`src/hw/rtl/tbads_pkg.sv`:
```
// shared constants, widths and the dead-zone function for the tilt block averager
`default_nettype none

package tbads_pkg;

   // block size and derived widths (block size is a power of two)
   localparam int SAMPLES_PER_BLOCK = 16;
   localparam int SAMPLE_W          = 16;
   localparam int COUNT_W           = $clog2(SAMPLES_PER_BLOCK);
   localparam int SUM_W             = SAMPLE_W + COUNT_W;
   // mean in half degrees: sum / (128 * samples per block)
   localparam int ROUND_SHIFT       = 7 + COUNT_W;

   // result field widths
   localparam int ANGLE_W  = 10;
   localparam int FACTOR_W = 11;
   localparam int SPEED_W  = 20;
   localparam int CANGLE_W = 6;
   localparam int CSPEED_W = 17;

   // configuration port
   localparam int CSR_INDEX_W = 1;
   localparam int CSR_DATA_W  = FACTOR_W;

   typedef enum logic [CSR_INDEX_W-1:0] {
      CSR_MOTION_ENABLE = 1'b0,
      CSR_SPEED_FACTOR  = 1'b1
   } csr_index_type;

   localparam logic                MOTION_ENABLE_RESET = 1'b1;
   localparam logic [FACTOR_W-1:0] SPEED_FACTOR_RESET  = FACTOR_W'(694);

   // dead-zone breakpoints, in half degrees
   localparam logic signed [ANGLE_W-1:0]  DZ_LOW_EDGE    = -ANGLE_W'(7);
   localparam logic signed [ANGLE_W-1:0]  DZ_MID_EDGE    = -ANGLE_W'(3);
   localparam logic signed [ANGLE_W-1:0]  DZ_ZERO_LOW    = -ANGLE_W'(2);
   localparam logic signed [ANGLE_W-1:0]  DZ_ZERO_HIGH   = ANGLE_W'(4);
   localparam logic signed [ANGLE_W-1:0]  DZ_LINEAR_HIGH = ANGLE_W'(24);
   localparam logic signed [ANGLE_W-1:0]  DZ_OFFSET      = ANGLE_W'(4);
   localparam logic signed [CANGLE_W-1:0] DZ_FAR_NEG     = -CANGLE_W'(10);
   localparam logic signed [CANGLE_W-1:0] DZ_NEAR_NEG    = -CANGLE_W'(4);
   localparam logic signed [CANGLE_W-1:0] DZ_FAR_POS     = CANGLE_W'(20);

   // dead-zone correction of a half-degree angle
   function automatic logic signed [CANGLE_W-1:0] dead_zone(
      input logic signed [ANGLE_W-1:0] angle
   );
      logic signed [ANGLE_W-1:0] shifted;
      shifted = angle - DZ_OFFSET;
      if (angle >= DZ_ZERO_LOW && angle <= DZ_ZERO_HIGH) begin
         return '0;
      end else if (angle <= DZ_LOW_EDGE) begin
         return DZ_FAR_NEG;
      end else if (angle <= DZ_MID_EDGE) begin
         return DZ_NEAR_NEG;
      end else if (angle <= DZ_LINEAR_HIGH) begin
         return shifted[CANGLE_W-1:0];
      end else begin
         return DZ_FAR_POS;
      end
   endfunction

endpackage

`default_nettype wire

```
`src/hw/rtl/tbads_accum.sv`:
```
// block accumulator: sums samples and hands out one block sum per full block
`default_nettype none

module tbads_accum
   import tbads_pkg::*;
(
   input  wire                        clock,
   input  wire                        reset,
   input  wire                        req_valid,
   output logic                       req_stall,
   input  wire  signed [SAMPLE_W-1:0] req_tilt_sample,
   output logic                       blk_valid,
   input  wire                        blk_take,
   output logic signed [SUM_W-1:0]    blk_sum
);

   logic signed [SUM_W-1:0] sum_ff, sum_in;
   logic [COUNT_W-1:0]      count_ff, count_in;
   logic                    blk_valid_ff, blk_valid_in;
   logic signed [SUM_W-1:0] blk_sum_ff, blk_sum_in;
   logic                    last_sample;
   logic                    blk_free;
   logic                    accept;
   logic signed [SUM_W-1:0] sum_next;

   // only the closing sample of a block needs room in the block register
   assign last_sample = (count_ff == COUNT_W'(SAMPLES_PER_BLOCK - 1));
   assign blk_free    = !blk_valid_ff || blk_take;
   assign req_stall   = last_sample && !blk_free;
   assign accept      = req_valid && !req_stall;
   assign sum_next    = sum_ff + SUM_W'(req_tilt_sample);

   // accumulate, and close the block on its last sample
   always_comb begin
      sum_in       = sum_ff;
      count_in     = count_ff;
      blk_valid_in = blk_valid_ff && !blk_take;
      blk_sum_in   = blk_sum_ff;
      if (accept) begin
         if (last_sample) begin
            sum_in       = '0;
            count_in     = '0;
            blk_valid_in = 1'b1;
            blk_sum_in   = sum_next;
         end else begin
            sum_in   = sum_next;
            count_in = count_ff + COUNT_W'(1);
         end
      end
   end

   // control and accumulator state
   always_ff @(posedge clock) begin
      if (reset) begin
         sum_ff       <= '0;
         count_ff     <= '0;
         blk_valid_ff <= 1'b0;
      end else begin
         sum_ff       <= sum_in;
         count_ff     <= count_in;
         blk_valid_ff <= blk_valid_in;
      end
   end

   // block sum payload
   always_ff @(posedge clock) begin
      blk_sum_ff <= blk_sum_in;
   end

   assign blk_valid = blk_valid_ff;
   assign blk_sum   = blk_sum_ff;

endmodule

`default_nettype wire

```
`src/hw/rtl/tilt_block_average_deadzone_speed.sv`:
```
// tilt block averager top level: mean rounding, dead zone and speed scaling
// the closing sample of a block passes through the block register, the angle stage and the result register
// throughput: one sample word per cycle while req_stall is low; one result word per 16 samples
// a sample that does not close a block is taken even while the result side stalls
// reset (synchronous): accumulator and count cleared, pipeline emptied,
// motion enable set and speed factor set to 694 tenths per half degree
`default_nettype none

module tilt_block_average_deadzone_speed
   import tbads_pkg::*;
(
   input  wire                         clock,
   input  wire                         reset,
   input  wire                         req_valid,
   output logic                        req_stall,
   input  wire  signed [SAMPLE_W-1:0]  req_tilt_sample,
   output logic                        rsp_valid,
   input  wire                         rsp_stall,
   output logic signed [ANGLE_W-1:0]   rsp_angle_half_deg,
   output logic signed [SPEED_W-1:0]   rsp_speed_tenths,
   output logic signed [CANGLE_W-1:0]  rsp_corrected_angle_half_deg,
   output logic signed [CSPEED_W-1:0]  rsp_corrected_speed_tenths,
   input  wire                         csr_write_enable,
   input  wire  [CSR_INDEX_W-1:0]      csr_index,
   input  wire  [CSR_DATA_W-1:0]       csr_wdata
);

   localparam int PROD_W  = ANGLE_W + FACTOR_W + 1;
   localparam int CPROD_W = CANGLE_W + FACTOR_W + 1;

   logic                  motion_enable_ff, motion_enable_in;
   logic [FACTOR_W-1:0]   factor_ff, factor_in;

   logic                  blk_valid;
   logic                  blk_take;
   logic signed [SUM_W-1:0] blk_sum;

   logic                          ang_valid_ff, ang_valid_in;
   logic signed [ANGLE_W-1:0]     ang_ff, ang_in;
   logic signed [CANGLE_W-1:0]    cang_ff, cang_in;
   logic signed [SUM_W:0]         rounded;

   logic                          out_valid_ff, out_valid_in;
   logic signed [ANGLE_W-1:0]     out_angle_ff, out_angle_in;
   logic signed [SPEED_W-1:0]     out_speed_ff, out_speed_in;
   logic signed [CANGLE_W-1:0]    out_cangle_ff, out_cangle_in;
   logic signed [CSPEED_W-1:0]    out_cspeed_ff, out_cspeed_in;
   logic signed [PROD_W-1:0]      speed_prod;
   logic signed [CPROD_W-1:0]     cspeed_prod;
   logic signed [FACTOR_W:0]      factor_signed;

   logic out_free;
   logic ang_free;
   logic ang_move;

   // configuration registers
   always_comb begin
      motion_enable_in = motion_enable_ff;
      factor_in        = factor_ff;
      if (csr_write_enable) begin
         case (csr_index_type'(csr_index))
            CSR_MOTION_ENABLE: motion_enable_in = csr_wdata[0];
            CSR_SPEED_FACTOR:  factor_in        = csr_wdata[FACTOR_W-1:0];
            default: ;
         endcase
      end
   end

   always_ff @(posedge clock) begin
      if (reset) begin
         motion_enable_ff <= MOTION_ENABLE_RESET;
         factor_ff        <= SPEED_FACTOR_RESET;
      end else begin
         motion_enable_ff <= motion_enable_in;
         factor_ff        <= factor_in;
      end
   end

   // sample accumulation
   tbads_accum u_accum (
      .clock           (clock),
      .reset           (reset),
      .req_valid       (req_valid),
      .req_stall       (req_stall),
      .req_tilt_sample (req_tilt_sample),
      .blk_valid       (blk_valid),
      .blk_take        (blk_take),
      .blk_sum         (blk_sum)
   );

   // pipeline flow: each stage moves when the one after it has room
   assign out_free = !out_valid_ff || !rsp_stall;
   assign ang_move = ang_valid_ff && out_free;
   assign ang_free = !ang_valid_ff || ang_move;
   assign blk_take = blk_valid && ang_free;

   // round the block mean up to half degrees (floor of sum plus divisor minus one)
   assign rounded = ((SUM_W+1)'(blk_sum) + (SUM_W+1)'((1 << ROUND_SHIFT) - 1)) >>> ROUND_SHIFT;

   always_comb begin
      ang_valid_in = blk_take || (ang_valid_ff && !ang_move);
      ang_in       = ang_ff;
      cang_in      = cang_ff;
      if (blk_take) begin
         ang_in  = rounded[ANGLE_W-1:0];
         cang_in = dead_zone(rounded[ANGLE_W-1:0]);
      end
   end

   // speed scaling into the result register
   assign factor_signed = $signed({1'b0, factor_ff});
   assign speed_prod    = PROD_W'(ang_ff) * PROD_W'(factor_signed);
   assign cspeed_prod   = CPROD_W'(cang_ff) * CPROD_W'(factor_signed);

   always_comb begin
      out_valid_in  = ang_move || (out_valid_ff && rsp_stall);
      out_angle_in  = out_angle_ff;
      out_speed_in  = out_speed_ff;
      out_cangle_in = out_cangle_ff;
      out_cspeed_in = out_cspeed_ff;
      if (ang_move) begin
         out_angle_in  = ang_ff;
         out_speed_in  = speed_prod[SPEED_W-1:0];
         out_cangle_in = cang_ff;
         out_cspeed_in = motion_enable_ff ? cspeed_prod[CSPEED_W-1:0] : '0;
      end
   end

   // stage valid bits
   always_ff @(posedge clock) begin
      if (reset) begin
         ang_valid_ff <= 1'b0;
         out_valid_ff <= 1'b0;
      end else begin
         ang_valid_ff <= ang_valid_in;
         out_valid_ff <= out_valid_in;
      end
   end

   // stage payloads
   always_ff @(posedge clock) begin
      ang_ff        <= ang_in;
      cang_ff       <= cang_in;
      out_angle_ff  <= out_angle_in;
      out_speed_ff  <= out_speed_in;
      out_cangle_ff <= out_cangle_in;
      out_cspeed_ff <= out_cspeed_in;
   end

   assign rsp_valid                    = out_valid_ff;
   assign rsp_angle_half_deg           = out_angle_ff;
   assign rsp_speed_tenths             = out_speed_ff;
   assign rsp_corrected_angle_half_deg = out_cangle_ff;
   assign rsp_corrected_speed_tenths   = out_cspeed_ff;

endmodule

`default_nettype wire
```
`config.mk`:
```
export PLATFORM = sky130hd
export DESIGN_NAME = tilt_block_average_deadzone_speed
export DESIGN_NICKNAME = d
export VERILOG_FILES = /design/src/hw/rtl/tbads_pkg.sv /design/src/hw/rtl/tbads_accum.sv /design/src/hw/rtl/tilt_block_average_deadzone_speed.sv
export SDC_FILE = /design/constraint.sdc
export NUM_CORES = 1
export LEC_CHECK = 0
export ABC_AREA = 1
export ABC_CLOCK_PERIOD_IN_PS = 12400
export BUFFER_PORTS_ARGS = -buffer_cell sky130_fd_sc_hd__buf_4
export CORE_UTILIZATION = 35
export DETAILED_ROUTE_END_ITERATION = 8
export PLACE_DENSITY = 0.48
export SYNTH_ARGS = -nofsm -noshare
export SYNTH_HDL_FRONTEND = slang
export SYNTH_SLANG_ARGS = --single-unit
```
`constraint.sdc`:
```
create_clock -name clock -period 12.4 [get_ports clock]
set_clock_uncertainty 0.05 [all_clocks]
set_input_delay 3.1 -clock clock [delete_from_list [all_inputs] [get_ports clock]]
set_output_delay 3.1 -clock clock [all_outputs]
set_load 0.02 [all_outputs]
```
==> results.cfg <==
[synth]
synth_area_mm2 = 0.01167
synth_top_area_frac = 0.2290
yosysWarnings = 0
syn_nets = 1648
ys_seq_area_frac = 0.2959
synthTopCellsByArea = edfxtp_1 23%, fa_1 19%, ha_1 13%, nand2_1 11%, inv_1 9.1%
synth_top_area_cell = edfxtp_1
synth_cell_type_count = 42
ys_ff_latch = 128
syn-instance-count = 1386
synth_edf_count = 89
syn_area_per_cell_um2 = 8.420
synthArstFlopShare = 0
synth_ff_type = edfxtp_1

[sta]
setup_viol = 0
slew_violations = 0
grt_setup_unrepaired = false
fin_ws_ns = 5.429
tns_ns = 0
finalHoldViolCount = 0
slew-limit-headroom = 0.4439
max_freq_ghz = 0.1435
worst_hold_slack_ns = 0.4172
fin_crit_sh = 0.5622
tightest_slew_ns = 0.8331
fin_crit_ns = 6.971

[detailed_routing]
viasPerCell = 4.659
vias = 8890
wire_per_inst_um = 13.54
drt-total-wl_um = 25840
remaining_drc_errors = 0
drtIter0Drc = 350
drt_pass1_iterations = 5
ant_nets = 0

[setup_path]
cp_common_cell = buf_4
cp.arrival_ns = 3.82
startpoint_type = input port
crit_required_ns = 9.25
crit_family = simple AND/OR/NAND/NOR gates
end_kind = output pin
crit_slowest_cell = nor2_1
worstPathMaxFanout = 3
path_cells = buf_4 -> nand3_1 -> nor2_1 -> nand2_1 -> inv_1 -> buf_4
crit_type = in2out
crit_path_max_incr_delay_ns = 0.19
worst-path-buf-inv = 3

[clock_network]
htreeDepth = 4
numCtsBuffers = 17
root_buffer = clkbuf_16
cts.reportedPaths.clkPinSlew_ns = 0.06
cts_tree = yes
cts_resized = 0
post_cts_buffers = 0
clkLatencyLatePin_ns = 0.43
cts_hold_buf = 0
clock_sink_count = 128
clockBufferDepth = 2

[power_and_ir_drop]
intPower_mw = 1.118
ir_drop_mv = 0.09751
power.total_mw = 1.760
leakage_nw = 6.921
switching_power_mw = 0.6413
power.density_mw_per_mm2 = 131.6
comb_power_share = 0.403
power_frac_clock = 0.299
p_seq_frac = 0.298
swShare = 0.3645

[die]
start_util = 0.3569
num_rows = 66
die_w_um = 184.6
core_mm2 = 0.03270
ioPinCount = 88
die_y_um = 184.6
die-area_mm2 = 0.03408

[global_route]
grt_overflow_total = 0
grt_pass1_wl_um = 43500
grt_pass1_vias = 9068
grt_usage = 0.1630
grt_antenna_before_repair = 0
grt_start_max_net_pins = 54

[worst_hold_path]
hold_path.class = reg2reg

[cells_and_area]
final_common_cell = nand2_1
num_antenna_cells = 0
drive_gt1_frac = 0.09823
fill_cells = 3409
nets = 1715
area_growth_syn_to_layout_pct = 14.55
design_area_mm2 = 0.01337
fin_cells = 1908
final_util = 0.4088
final_cell_mix = 344 x nand2_1, 284 x inv_1, 120 x ha_1, 109 x fa_1, 90 x buf_4

[run]
max_cap_viol_count = 0

[outcome]
status = finished, final reports clean

[placed_design]
pre_cts_ws_ns = 5.407
placed_cells = 1876
placed_cell_area_mm2 = 0.01275
dp_hpwl_um = 20170
gp_congestion = 0.8241
port_buffers = 87
-- per-layer routing --
layer,GRT usage,part of all wire,vias up
li1,-,-,4461
met1,0.1964,0.45,4280
met2,0.2954,0.51,135
met3,0.02944,0.029,14
met4,0.04333,0.011,0
met5,0,0,-
-- registers in the layout, indices dropped and copies added (netlist names), 4 cells and up --
register                      count
rsp_corrected_angle_half_deg      6
rsp_corrected_speed_tenths       17
cang_ff                           6
ang_ff                           10
rsp_speed_tenths                 20
u_accum.blk_sum                  20
u_accum.sum_ff                   20
u_accum.count_ff                  4
rsp_angle_half_deg               10
factor_ff                        11
-- synthesized netlist by cell type (6+ instances only) --
| library cell | n |
|---|---|
| or2_2 | 6 |
| o21ai_0 | 33 |
| nand4_1 | 12 |
| o21bai_1 | 7 |
| dfxtp_1 | 39 |
| xor2_1 | 26 |
| a21oi_1 | 85 |
| nor2_1 | 62 |
| nor3_1 | 12 |
| fa_1 | 109 |
| ha_1 | 120 |
| edfxtp_1 | 89 |
| clkbuf_1 | 41 |
| nand3_1 | 53 |
| xnor2_1 | 14 |
| inv_1 | 284 |
| nand2_1 | 344 |
-- power by group through the flow --
stage,Sequential [mW],Combinational (mW),Clock (mW)
2_1_floorplan,0.521,0.567,0
6_report,0.524,0.709,0.527
3_5_place_dp,0.534,0.711,0
3_3_place_gp,0.533,0.714,0
4_1_cts,0.524,0.722,0.545
5_1_grt,0.526,0.831,0.561
-- final cells by class --
class | instances | area (um2) | area share
Multi-Input combinational cell | 926 | 6982 | 0.5223
Tap cell | 442 | 553.0 | 0.04137
Inverter | 290 | 1089 | 0.08143
Sequential cell | 128 | 3453 | 0.2583
Clock buffer | 20 | 456.7 | 0.03416
Clock inverter | 12 | 158.9 | 0.01189
Timing Repair Buffer | 90 | 675.6 | 0.05054
-- path summary, 6_finish.rpt --
check	from	endpoint	slack [ns]	cells after the start
worst min-delay path	u_accum.blk_valid	ang_valid_ff	0.42	2
worst min register to register	u_accum.blk_valid	ang_valid_ff	0.42	2
worst max-delay path	rsp_stall	req_stall	5.43	6
worst max register to register	factor_ff[7]	rsp_speed_tenths[17]	6.78	19
-- worst register-to-register path, stage by stage, from the launching register on --
cell and delay, ns:
dfxtp_1 0.81, nand2_1 0.15, fa_1 0.51, inv_1 0.06, fa_1 0.52, inv_1 0.05
fa_1 0.47, inv_1 0.05, fa_1 0.52, inv_1 0.05, fa_1 0.52, inv_1 0.04
ha_1 0.36, nand2_1 0.09, inv_1 0.04, a21oi_1 0.23, o21ai_1 0.18, a21boi_0 0.39
o21bai_1 0.13, xor2_1 0.15
-- kinds of logic (layout without fill, tap and decap cells) --
| family | count (synthesis) | in the layout | synth area share |
|---|---|---|---|
| compound gates | 150 | 150 | 0.07044 |
| simple gates | 507 | 507 | 0.1812 |
| xor+xnor | 40 | 40 | 0.03002 |
| fa+ha+maj | 229 | 229 | 0.3156 |
| buf+inv | 332 | 412 | 0.1068 |
| flops | 128 | 128 | 0.2959 |
Note: power is estimated with default switching activity, not from simulation.
